<file path="src/rtl/core/mad_pkg.sv">
// Package for the motion activity detector: shared types, register codes,
// reset values and recovery-sequence constants. No dependencies.
`default_nettype none

package mad_pkg;

    // Configuration port.
    localparam int CFG_INDEX_W = 2;
    localparam int CFG_DATA_W  = 16;

    typedef enum logic [CFG_INDEX_W-1:0] {
        CFG_SCALE_FACTOR     = 2'd0,
        CFG_WINDOW_LENGTH    = 2'd1,
        CFG_MOTION_THRESHOLD = 2'd2,
        CFG_EXPECTED_ID      = 2'd3
    } cfg_index_t;

    localparam logic [15:0] SCALE_FACTOR_RST     = 16'd3998;
    localparam logic [3:0]  WINDOW_LENGTH_RST    = 4'd10;
    localparam logic [15:0] MOTION_THRESHOLD_RST = 16'd40;
    localparam logic [7:0]  EXPECTED_ID_RST      = 8'd68;

    // Identity-error recovery sequence thresholds.
    localparam logic [5:0] ID_OFF_AFTER   = 6'd20;
    localparam logic [5:0] ID_ON_FROM     = 6'd25;
    localparam logic [5:0] ID_REINIT_FROM = 6'd35;

    localparam logic [11:0] MAG_MAX = 12'd4095;

    typedef enum logic [1:0] {
        PWR_NONE   = 2'd0,
        PWR_OFF    = 2'd1,
        PWR_ON     = 2'd2,
        PWR_REINIT = 2'd3
    } pwr_action_t;

    typedef enum logic [1:0] {
        ST_IDLE,
        ST_MULT,
        ST_SQRT,
        ST_UPDATE
    } mad_state_t;

    typedef struct packed {
        logic [11:0] magnitude;
        logic        window_done;
        logic        motion_detected;
        pwr_action_t power_action;
    } mad_result_t;

endpackage

`default_nettype wire

</file>
<file path="src/rtl/core/motion_activity_detector.sv">
// Top level of the motion activity detector: configuration registers, the
// sequencer and the output register. Depends on mad_pkg, mad_mul_acc,
// mad_isqrt and mad_window.
//
// Usage: one input transaction carries a raw three-axis sample and the
// sensor identity byte; it is accepted when in_valid is high and in_stall
// is low. Exactly one output transaction follows, carrying the magnitude,
// the window-done mark, the held motion flag and the power action; it is
// taken when out_valid is high and out_stall is low.
// After acceptance the shared multiplier runs three scalings and three squares,
// the square root yields one root bit per cycle or saturates without iterating,
// and the commit step updates the window state. in_stall is high from acceptance
// until that commit, so a new sample waits until the last one has committed.
// Configuration is written through cfg_we, cfg_index and cfg_data; the user must
// write it only while idle, as the block itself does not enforce this.
// The output register parts the two channels: a new sample may be accepted
// while a result waits. If the receiver stalls, the next result waits in the
// commit step until the output register is free.
// Reset (rst_n, asynchronous, active low) restores the default configuration
// and clears the window, motion and identity-error state.
`default_nettype none

module motion_activity_detector (
    input  logic                            clk,
    input  logic                            rst_n,
    input  logic                            cfg_we,
    input  logic [mad_pkg::CFG_INDEX_W-1:0] cfg_index,
    input  logic [mad_pkg::CFG_DATA_W-1:0]  cfg_data,
    input  logic                            in_valid,
    output logic                            in_stall,
    input  logic signed [15:0]              accel_x,
    input  logic signed [15:0]              accel_y,
    input  logic signed [15:0]              accel_z,
    input  logic [7:0]                      device_id,
    output logic                            out_valid,
    input  logic                            out_stall,
    output logic [11:0]                     magnitude,
    output logic                            window_done,
    output logic                            motion_detected,
    output logic [1:0]                      power_action
);
    import mad_pkg::*;

    // Configuration registers.
    logic [15:0] scale_factor_reg;
    logic [3:0]  window_length_reg;
    logic [15:0] motion_threshold_reg;
    logic [7:0]  expected_id_reg;

    // Captured input transaction.
    logic signed [15:0] ax_reg, ay_reg, az_reg;
    logic [7:0]         id_reg;

    mad_state_t  state_reg, state_next;
    logic        accept;
    logic        mul_start, mul_done;
    logic        sqrt_start, sqrt_done;
    logic        commit;
    logic        out_free;
    logic [31:0] sum_sq;
    logic [11:0] root;
    mad_result_t win_result;
    mad_result_t out_res_reg;
    logic        out_valid_reg, out_valid_next;

    always_ff @(posedge clk or negedge rst_n)
    begin
        if (!rst_n)
        begin
            scale_factor_reg     <= SCALE_FACTOR_RST;
            window_length_reg    <= WINDOW_LENGTH_RST;
            motion_threshold_reg <= MOTION_THRESHOLD_RST;
            expected_id_reg      <= EXPECTED_ID_RST;
        end
        else if (cfg_we)
        begin
            case (cfg_index)
                CFG_SCALE_FACTOR:     scale_factor_reg     <= cfg_data[15:0];
                CFG_WINDOW_LENGTH:    window_length_reg    <= cfg_data[3:0];
                CFG_MOTION_THRESHOLD: motion_threshold_reg <= cfg_data[15:0];
                CFG_EXPECTED_ID:      expected_id_reg      <= cfg_data[7:0];
                default: ;
            endcase
        end
    end

    // Only the idle state takes a new sample.
    assign in_stall = (state_reg != ST_IDLE);
    assign accept   = in_valid && !in_stall;
    assign out_free = !out_valid_reg || !out_stall;

    always_ff @(posedge clk)
    begin
        if (accept)
        begin
            ax_reg <= accel_x;
            ay_reg <= accel_y;
            az_reg <= accel_z;
            id_reg <= device_id;
        end
    end

    // Sequencer: next state.
    always_comb
    begin
        state_next = state_reg;
        case (state_reg)
            ST_IDLE:
            begin
                if (accept)
                begin
                    state_next = ST_MULT;
                end
            end
            ST_MULT:
            begin
                if (mul_done)
                begin
                    state_next = ST_SQRT;
                end
            end
            ST_SQRT:
            begin
                if (sqrt_done)
                begin
                    state_next = ST_UPDATE;
                end
            end
            ST_UPDATE:
            begin
                if (out_free)
                begin
                    state_next = ST_IDLE;
                end
            end
            default: state_next = ST_IDLE;
        endcase
    end

    // Sequencer: control strobes.
    always_comb
    begin
        mul_start  = 1'b0;
        sqrt_start = 1'b0;
        commit     = 1'b0;
        case (state_reg)
            ST_IDLE:   mul_start  = accept;
            ST_MULT:   sqrt_start = mul_done;
            ST_UPDATE: commit     = out_free;
            default: ;
        endcase
    end

    always_ff @(posedge clk or negedge rst_n)
    begin
        if (!rst_n)
        begin
            state_reg <= ST_IDLE;
        end
        else
        begin
            state_reg <= state_next;
        end
    end

    mad_mul_acc u_mul_acc (
        .clk          (clk),
        .rst_n        (rst_n),
        .start        (mul_start),
        .scale_factor (scale_factor_reg),
        .accel_x      (ax_reg),
        .accel_y      (ay_reg),
        .accel_z      (az_reg),
        .done         (mul_done),
        .sum_sq       (sum_sq)
    );

    mad_isqrt u_isqrt (
        .clk      (clk),
        .rst_n    (rst_n),
        .start    (sqrt_start),
        .radicand (sum_sq),
        .done     (sqrt_done),
        .root     (root)
    );

    mad_window u_window (
        .clk              (clk),
        .rst_n            (rst_n),
        .update           (commit),
        .magnitude        (root),
        .device_id        (id_reg),
        .window_length    (window_length_reg),
        .motion_threshold (motion_threshold_reg),
        .expected_id      (expected_id_reg),
        .result           (win_result)
    );

    // Output register.
    always_comb
    begin
        out_valid_next = out_valid_reg && out_stall;
        if (commit)
        begin
            out_valid_next = 1'b1;
        end
    end

    always_ff @(posedge clk or negedge rst_n)
    begin
        if (!rst_n)
        begin
            out_valid_reg <= 1'b0;
        end
        else
        begin
            out_valid_reg <= out_valid_next;
        end
    end

    always_ff @(posedge clk)
    begin
        if (commit)
        begin
            out_res_reg <= win_result;
        end
    end

    assign out_valid       = out_valid_reg;
    assign magnitude       = out_res_reg.magnitude;
    assign window_done     = out_res_reg.window_done;
    assign motion_detected = out_res_reg.motion_detected;
    assign power_action    = out_res_reg.power_action;

    // A new result appears only from the commit step.
    a_out_from_commit: assert property (@(posedge clk) disable iff (!rst_n)
        $rose(out_valid_reg) |-> $past(state_reg == ST_UPDATE))
        else $error("output became valid outside the commit step");

    // The multiplier finishes only while the sequencer waits for it.
    a_mul_done_state: assert property (@(posedge clk) disable iff (!rst_n)
        mul_done |-> (state_reg == ST_MULT))
        else $error("multiplier finished outside the multiply state");

    // The square root finishes only while the sequencer waits for it.
    a_sqrt_done_state: assert property (@(posedge clk) disable iff (!rst_n)
        sqrt_done |-> (state_reg == ST_SQRT))
        else $error("square root finished outside the root state");

    // A power action is only reported on a sample that closes a window.
    a_action_on_close: assert property (@(posedge clk) disable iff (!rst_n)
        (commit && (win_result.power_action != PWR_NONE)) |-> win_result.window_done)
        else $error("power action without a window close");

endmodule

`default_nettype wire

</file>
<file path="src/rtl/core/mad_mul_acc.sv">
// Shared multiplier unit: scales the three axes to milli-g, then squares and
// accumulates them into the sum of squares. Depends on mad_pkg.
`default_nettype none

module mad_mul_acc (
    input  logic               clk,
    input  logic               rst_n,
    input  logic               start,
    input  logic [15:0]        scale_factor,
    input  logic signed [15:0] accel_x,
    input  logic signed [15:0] accel_y,
    input  logic signed [15:0] accel_z,
    output logic               done,
    output logic [31:0]        sum_sq
);
    import mad_pkg::*;

    logic        busy_reg, busy_next;
    logic [2:0]  step_reg, step_next;
    logic        done_reg, done_next;
    logic [30:0] prod_reg;
    logic [14:0] mg_x_reg, mg_y_reg, mg_z_reg;
    logic [31:0] sum_reg;
    logic [16:0] op_a;
    logic [15:0] op_b;
    logic [32:0] mult_full;
    logic [14:0] mg_sel;

    function automatic logic [16:0] abs17(input logic signed [15:0] v);
        logic [16:0] ext;
        ext = {v[15], v};
        return v[15] ? (17'd0 - ext) : ext;
    endfunction

    // Operand selection: steps 0 to 2 scale an axis, steps 3 to 5 square one.
    always_comb
    begin
        case (step_reg)
            3'd3:    mg_sel = mg_x_reg;
            3'd4:    mg_sel = mg_y_reg;
            default: mg_sel = mg_z_reg;
        endcase
        case (step_reg)
            3'd0:
            begin
                op_a = abs17(accel_x);
                op_b = scale_factor;
            end
            3'd1:
            begin
                op_a = abs17(accel_y);
                op_b = scale_factor;
            end
            3'd2:
            begin
                op_a = abs17(accel_z);
                op_b = scale_factor;
            end
            default:
            begin
                op_a = {2'b00, mg_sel};
                op_b = {1'b0, mg_sel};
            end
        endcase
    end

    assign mult_full = {16'd0, op_a} * {17'd0, op_b};

    always_comb
    begin
        busy_next = busy_reg;
        step_next = step_reg;
        done_next = 1'b0;
        if (start)
        begin
            busy_next = 1'b1;
            step_next = 3'd0;
        end
        else if (busy_reg)
        begin
            step_next = step_reg + 3'd1;
            if (step_reg == 3'd6)
            begin
                busy_next = 1'b0;
                done_next = 1'b1;
            end
        end
    end

    always_ff @(posedge clk or negedge rst_n)
    begin
        if (!rst_n)
        begin
            busy_reg <= 1'b0;
            step_reg <= 3'd0;
            done_reg <= 1'b0;
        end
        else
        begin
            busy_reg <= busy_next;
            step_reg <= step_next;
            done_reg <= done_next;
        end
    end

    // Datapath: the product is registered before the next step consumes it.
    always_ff @(posedge clk)
    begin
        if (start)
        begin
            sum_reg <= 32'd0;
        end
        else if (busy_reg)
        begin
            if (step_reg <= 3'd5)
            begin
                prod_reg <= mult_full[30:0];
            end
            case (step_reg)
                3'd1:    mg_x_reg <= prod_reg[30:16];
                3'd2:    mg_y_reg <= prod_reg[30:16];
                3'd3:    mg_z_reg <= prod_reg[30:16];
                3'd4,
                3'd5,
                3'd6:    sum_reg <= sum_reg + {1'b0, prod_reg};
                default: ;
            endcase
        end
    end

    assign done   = done_reg;
    assign sum_sq = sum_reg;

endmodule

`default_nettype wire

</file>
<file path="src/rtl/core/mad_isqrt.sv">
// Bit-serial integer square root, one root bit per cycle, saturating at the
// largest 12-bit magnitude. Depends on mad_pkg.
`default_nettype none

module mad_isqrt (
    input  logic        clk,
    input  logic        rst_n,
    input  logic        start,
    input  logic [31:0] radicand,
    output logic        done,
    output logic [11:0] root
);
    import mad_pkg::*;

    logic        busy_reg;
    logic        done_reg;
    logic [3:0]  cnt_reg;
    logic [23:0] n_reg;
    logic [13:0] rem_reg;
    logic [11:0] root_reg;
    logic [15:0] shifted;
    logic [13:0] trial;
    logic        take;

    assign shifted = {rem_reg, n_reg[23:22]};
    assign trial   = {root_reg, 2'b01};
    assign take    = (shifted >= {2'b00, trial});

    always_ff @(posedge clk or negedge rst_n)
    begin
        if (!rst_n)
        begin
            busy_reg <= 1'b0;
            done_reg <= 1'b0;
            cnt_reg  <= 4'd0;
        end
        else
        begin
            done_reg <= 1'b0;
            if (start)
            begin
                cnt_reg <= 4'd0;
                if (radicand[31:24] != 8'd0)
                begin
                    done_reg <= 1'b1;
                end
                else
                begin
                    busy_reg <= 1'b1;
                end
            end
            else if (busy_reg)
            begin
                cnt_reg <= cnt_reg + 4'd1;
                if (cnt_reg == 4'd11)
                begin
                    busy_reg <= 1'b0;
                    done_reg <= 1'b1;
                end
            end
        end
    end

    always_ff @(posedge clk)
    begin
        if (start)
        begin
            n_reg   <= radicand[23:0];
            rem_reg <= 14'd0;
            // A radicand of 2^24 or more has a root above the 12-bit range.
            root_reg <= (radicand[31:24] != 8'd0) ? MAG_MAX : 12'd0;
        end
        else if (busy_reg)
        begin
            n_reg <= {n_reg[21:0], 2'b00};
            if (take)
            begin
                rem_reg  <= 14'(shifted - {2'b00, trial});
                root_reg <= {root_reg[10:0], 1'b1};
            end
            else
            begin
                rem_reg  <= shifted[13:0];
                root_reg <= {root_reg[10:0], 1'b0};
            end
        end
    end

    assign done = done_reg;
    assign root = root_reg;

endmodule

`default_nettype wire

</file>
<file path="src/rtl/core/mad_window.sv">
// Window accumulation, motion decision and identity-error recovery state.
// Computes the result for the current sample and commits on update. Depends on mad_pkg.
`default_nettype none

module mad_window (
    input  logic                 clk,
    input  logic                 rst_n,
    input  logic                 update,
    input  logic [11:0]          magnitude,
    input  logic [7:0]           device_id,
    input  logic [3:0]           window_length,
    input  logic [15:0]          motion_threshold,
    input  logic [7:0]           expected_id,
    output mad_pkg::mad_result_t result
);
    import mad_pkg::*;

    logic [11:0] prev_mag_reg;
    logic [15:0] sum_reg, sum_next;
    logic [3:0]  count_reg, count_next;
    logic [5:0]  err_reg, err_next;
    logic        motion_reg, motion_next;
    logic [11:0] diff;
    logic [16:0] sum_ext;
    logic [15:0] sum_sat;
    logic [3:0]  cnt_inc;
    logic [5:0]  err_inc;
    logic        close;
    pwr_action_t action;

    always_comb
    begin
        diff    = (magnitude >= prev_mag_reg) ? (magnitude - prev_mag_reg)
                                              : (prev_mag_reg - magnitude);
        sum_ext = {1'b0, sum_reg} + {5'd0, diff};
        sum_sat = sum_ext[16] ? 16'hFFFF : sum_ext[15:0];
        cnt_inc = count_reg + 4'd1;
        err_inc = err_reg + 6'd1;
        close   = (cnt_inc >= window_length);

        sum_next    = sum_sat;
        count_next  = cnt_inc;
        err_next    = err_reg;
        motion_next = motion_reg;
        action      = PWR_NONE;

        if (close)
        begin
            sum_next    = 16'd0;
            count_next  = 4'd0;
            motion_next = (sum_sat > motion_threshold);
            if (device_id != expected_id)
            begin
                err_next = err_inc;
                if (err_inc inside {[ID_OFF_AFTER + 6'd1 : ID_ON_FROM - 6'd1]})
                begin
                    action = PWR_OFF;
                end
                else if (err_inc inside {[ID_ON_FROM : ID_REINIT_FROM - 6'd1]})
                begin
                    action = PWR_ON;
                end
                else if (err_inc >= ID_REINIT_FROM)
                begin
                    action   = PWR_REINIT;
                    err_next = 6'd0;
                end
            end
            else
            begin
                err_next = 6'd0;
            end
        end

        result.magnitude       = magnitude;
        result.window_done     = close;
        result.motion_detected = motion_next;
        result.power_action    = action;
    end

    always_ff @(posedge clk or negedge rst_n)
    begin
        if (!rst_n)
        begin
            prev_mag_reg <= 12'd0;
            sum_reg      <= 16'd0;
            count_reg    <= 4'd0;
            err_reg      <= 6'd0;
            motion_reg   <= 1'b0;
        end
        else if (update)
        begin
            prev_mag_reg <= magnitude;
            sum_reg      <= sum_next;
            count_reg    <= count_next;
            err_reg      <= err_next;
            motion_reg   <= motion_next;
        end
    end

endmodule

`default_nettype wire
</file>
<file path="config.mk">
export PLATFORM = sky130hd
export DESIGN_NAME = motion_activity_detector
export DESIGN_NICKNAME = d
export VERILOG_FILES = /design/src/rtl/core/mad_pkg.sv /design/src/rtl/core/motion_activity_detector.sv /design/src/rtl/core/mad_mul_acc.sv /design/src/rtl/core/mad_isqrt.sv /design/src/rtl/core/mad_window.sv
export SDC_FILE = /design/constraint.sdc
export NUM_CORES = 1
export LEC_CHECK = 0
export BUFFER_PORTS_ARGS = -buffer_cell sky130_fd_sc_hd__buf_4
export CAP_MARGIN = 15
export CORE_MARGIN = 5
export CORE_UTILIZATION = 53
export CTS_BUF_LIST = sky130_fd_sc_hd__clkbuf_8
export DETAILED_ROUTE_END_ITERATION = 6
export GPL_TIMING_DRIVEN = 0
export HOLD_SLACK_MARGIN = 0.06
export PLACE_DENSITY = 0.71
export SLEW_MARGIN = 25
export SYNTH_ARGS = -nofsm -noshare
export SYNTH_HDL_FRONTEND = slang
export SYNTH_SLANG_ARGS = --single-unit
</file>
<file path="constraint.sdc">
create_clock -name clk -period 9.4 [get_ports clk]
set_clock_uncertainty 0.15 [all_clocks]
set_input_delay 0.47 -clock clk [delete_from_list [all_inputs] [get_ports clk]]
set_output_delay 0.47 -clock clk [all_outputs]
set_load 0.005 [all_outputs]
</file>
==> summary.md <==
| Metric | Value |
|---|---|
| Status | complete, no violations |
| Required time of the critical path | a little under 10 ns |
| Synth Flop Type | edfxtp_1 |
| Minimum clock period | between 9 and 10 ns |
| Core ar. | 0.0488 mm2 |
| Synth top area share | 21.1% |
| Worst Hold Class | input port to flip-flop |
| Drt first pass iters | 6 |
| XOR/XNOR Fraction of Synth Area | 4.59% |
| Fin. max-slew vios | 0 |
| Cell area after synthesis | 0.0261 mm2 |
| Initial antenna violation count | 0 |
| Clock Sink Count | between 300 and 400 |
| Antenna diode count | 0 |
| Max reg flops | 32 |
| Final Non-Filler Cells | about 3600 |
| Std-Cell Rows | between 80 and 90 |
| Synth Area in Simple Gates | 14.0% |
| Proportion of layout cells with a drive suffix above 1 | 11.5% |
| Synth top area cells | edfxtp_1, fa_1, ha_1 |
| Die Height | 232 um |
| Met3 Wirelength | 4.58 mm |
| Antenna-violating nets left | 0 |
| GRT Total Usage | 26.3% |
| Avg Cell Area, Syn | 9.69 um2 |
| CTS tree | done |
| CTS HTree Levels | 2 |
| Vias after detailed routing | 20529 |
| Top layer used by detailed routing | met4 |
| Switching pwr | approximately 0.97 mW |
| Inserted Clock Buffers | 55 |
| Asr flop ratio synth | just under 30% |
| Cell count after placement | 3470 |
| Mux share of post-synthesis cell area | 2.52% |
| DR WL/cell | 19.3 um |
| Slew margin rel. | 38.5% |
| Synthesis-stage register bit count | 327 |
| Area leader, netlist | edfxtp_1 |
| Layout overhead on the synthesized area | 15.1% |
| CP endpoint kind | flip-flop |
| Clock transition at path regs | ~0.060 ns |
| Die Area | 0.0538 mm2 |
| DRT iter0 DRCs | 1600 |
| CP startpoint kind | flip-flop |
| Initial core utilization | a little over half |
| Compound-gate portion of the synthesized area | around an eighth |
| WS Path Type | flip-flop to flip-flop |
| Final Cycle Share | 96.9% |
| Die width | roughly 230 um |
| Final hold vios | 0 |
| Nets | 3437 |
| EDFF count, synth | ~180 |
| CP Data Arrival Time | 9.39 ns |
| Setup_tns | 0 ns |
| Clk root buf | clkbuf_8 |
| Worst skew pair latency | 0.66 ns |
| Most frequent cell after synthesis | nand2_1 |
| Vias per inst | 5.64 |
| Switching part of the total | about a quarter |
| Register area share after synthesis | 34.0% |
| Gr ovfl total | 0 |
| Syn Inst Count | 2696 |
| Maximum clock rate | 110 MHz |
| Max_cap viols | 0 |
| Max VDD drop | 0.000108 V |
| Combinational Power Share | 14.5% |
| Power consumption | 3.68 mW |
| Input/output buffers | 96 |
| Residual DRC | 0 |
| Number of library cell types mapped by synthesis | 80 |
| Worst-margin pin slew | 0.913 ns |
| PD cells | 122 mW/mm2 |
| Final wirelength | 70.4 mm |
| Final setup viols | 0 |
| Leakage Power | 13.5 nW |
| Vias in the first global route | 21029 |
| DP HPWL | 54.1 mm |
| I/O pin count | 97 |
| Routability cong. | about 1 |
| Sequential Power Share | 45.2% |
| Critical-path maximum fanout | 10 |
| First-pass GRT wire length | 112 mm |
| DR WL met2 | 35.1 mm |
| Internal Power | 2.71 mW |
| Post-synth top cells | nand2_1, inv_1, nor2_1 |
| Ys Warns | 0 |
| Largest family of logic cells by synthesized area | adder cells |
| Post-Synth Adder-Cell Area | a little over a quarter |
| Largest net degree at the start of global routing | 98 |
| M1 wire length | 27.9 mm |
| CTS max path bufs | 3 |
| Clock share of power | 40.2% |
==> per-stage QoR <==
stage          utilization, %  area [um2]  setup WS (ns)  hold WS, ns
2_1_floorplan               -       26200           1.07       0.0244
3_3_place_gp             56.8       27700          -1.06        0.286
6_report                 61.6       30100          0.295        0.146
3_5_place_dp             57.0       27800         -0.776        0.309
4_1_cts                  61.3       29900         0.0184        0.147
5_1_grt                  61.6       30100        -0.0408        0.117
==> routing by layer <==
metal	up-vias	global-route usage, %
met2	727	45.9
met5	-	0
li1	9573	-
met4	0	9.27
met3	181	5.14
met1	10048	32.8
==> power groups by stage <==
stage / Sequential, mW / Combinational (mW) / Clock [mW]
floorplan: 1.65 / 0.369 / 0
global placement: 1.69 / 0.481 / 0
detailed placement: 1.69 / 0.499 / 0
CTS: 1.66 / 0.528 / 1.50
global route: 1.67 / 0.599 / 1.58
finish: 1.66 / 0.535 / 1.48
==> logic make-up after synthesis <==
kind of cell / after synthesis
adder cells (fa/ha/maj): 424
other: 2
XOR/XNOR: 137
AND/OR/NAND/NOR: 829
multiplexers: 60
AO/OA/AOI/OAI: 498
flip-flops: 327
buffers and inverters: 419
==> cell type report <==
cell class                      count  area [um2]
Tap cell                          664         831
Buffer                             76         359
Multi-Input combinational cell   1962       15900
Clock buffer                       62         853
Clock inverter                     39         430
Timing Repair Buffer              173        1530
Inverter                          339        1270
Fill cell                        4089       18800
Sequential cell                   327        8890
==> critical path: stages (launching register included) <==
cell,delay (ns)
dfrtp_1,0.44
inv_1,0.11
ha_1,0.27
nor2b_1,0.16
clkbuf_2,0.25
nor3_4,0.36
buf_2,0.38
a211oi_1,0.18
a21oi_2,0.61
nand2_1,0.16
fa_1,0.55
fa_1,0.45
fa_1,0.53
inv_1,0.05
fa_1,0.49
fa_1,0.57
inv_1,0.06
fa_1,0.53
inv_1,0.04
ha_1,0.35
and4_1,0.22
a221o_1,0.45
nor4_4,0.39
o311ai_2,0.21
o31ai_2,0.32
o2111a_1,0.26
o21bai_1,0.09
xnor2_1,0.26
==> placed cells by master (no fill, tap or decap), drive strengths merged, types with 19 or more instances in the layout <==
| cell | count |
|---|---|
| xnor2 | 84 |
| fa | 211 |
| edfxtp | 184 |
| o21a | 28 |
| nor3 | 32 |
| a21oi | 113 |
| a211oi | 25 |
| ha | 213 |
| dfrtp | 82 |
| xor2 | 53 |
| buf | 109 |
| nor2 | 219 |
| nand3 | 45 |
| nand2 | 376 |
| dlygate4sd3 | 74 |
| a21o | 38 |
| inv | 347 |
| clkinv | 20 |
| nand2b | 30 |
| clkbuf | 128 |
| nor2b | 31 |
| o21ai | 136 |
| mux2 | 47 |
| o22ai | 19 |
| dfxtp | 46 |
==> worst paths after layout <==
path                                       start                  endpoint  slack, ns  cells past startpoint
max                        u_mul_acc.step_reg[0]    u_mul_acc.prod_reg[30]       0.30                     27
min                                 cfg_index[0]       scale_factor_reg[5]       0.15                      3
max reg2reg                u_mul_acc.step_reg[0]    u_mul_acc.prod_reg[30]       0.30                     27
min reg2reg                  u_isqrt.rem_reg[13]       u_isqrt.rem_reg[13]       0.32                      2
max in group asynchronous                  rst_n       scale_factor_reg[6]       8.17                      2
min in group asynchronous                  rst_n  u_window.prev_mag_reg[5]       0.30                      2
==> timing repair <==
action	4_1_cts	5_1_grt
pin swaps	2	1
gates resized for setup	25	55
buffers inserted	1	0
hold endpoints to repair	183	0
setup endpoints to repair	9	6
hold buffers	74	0
Power figures use the tool's default switching activity.
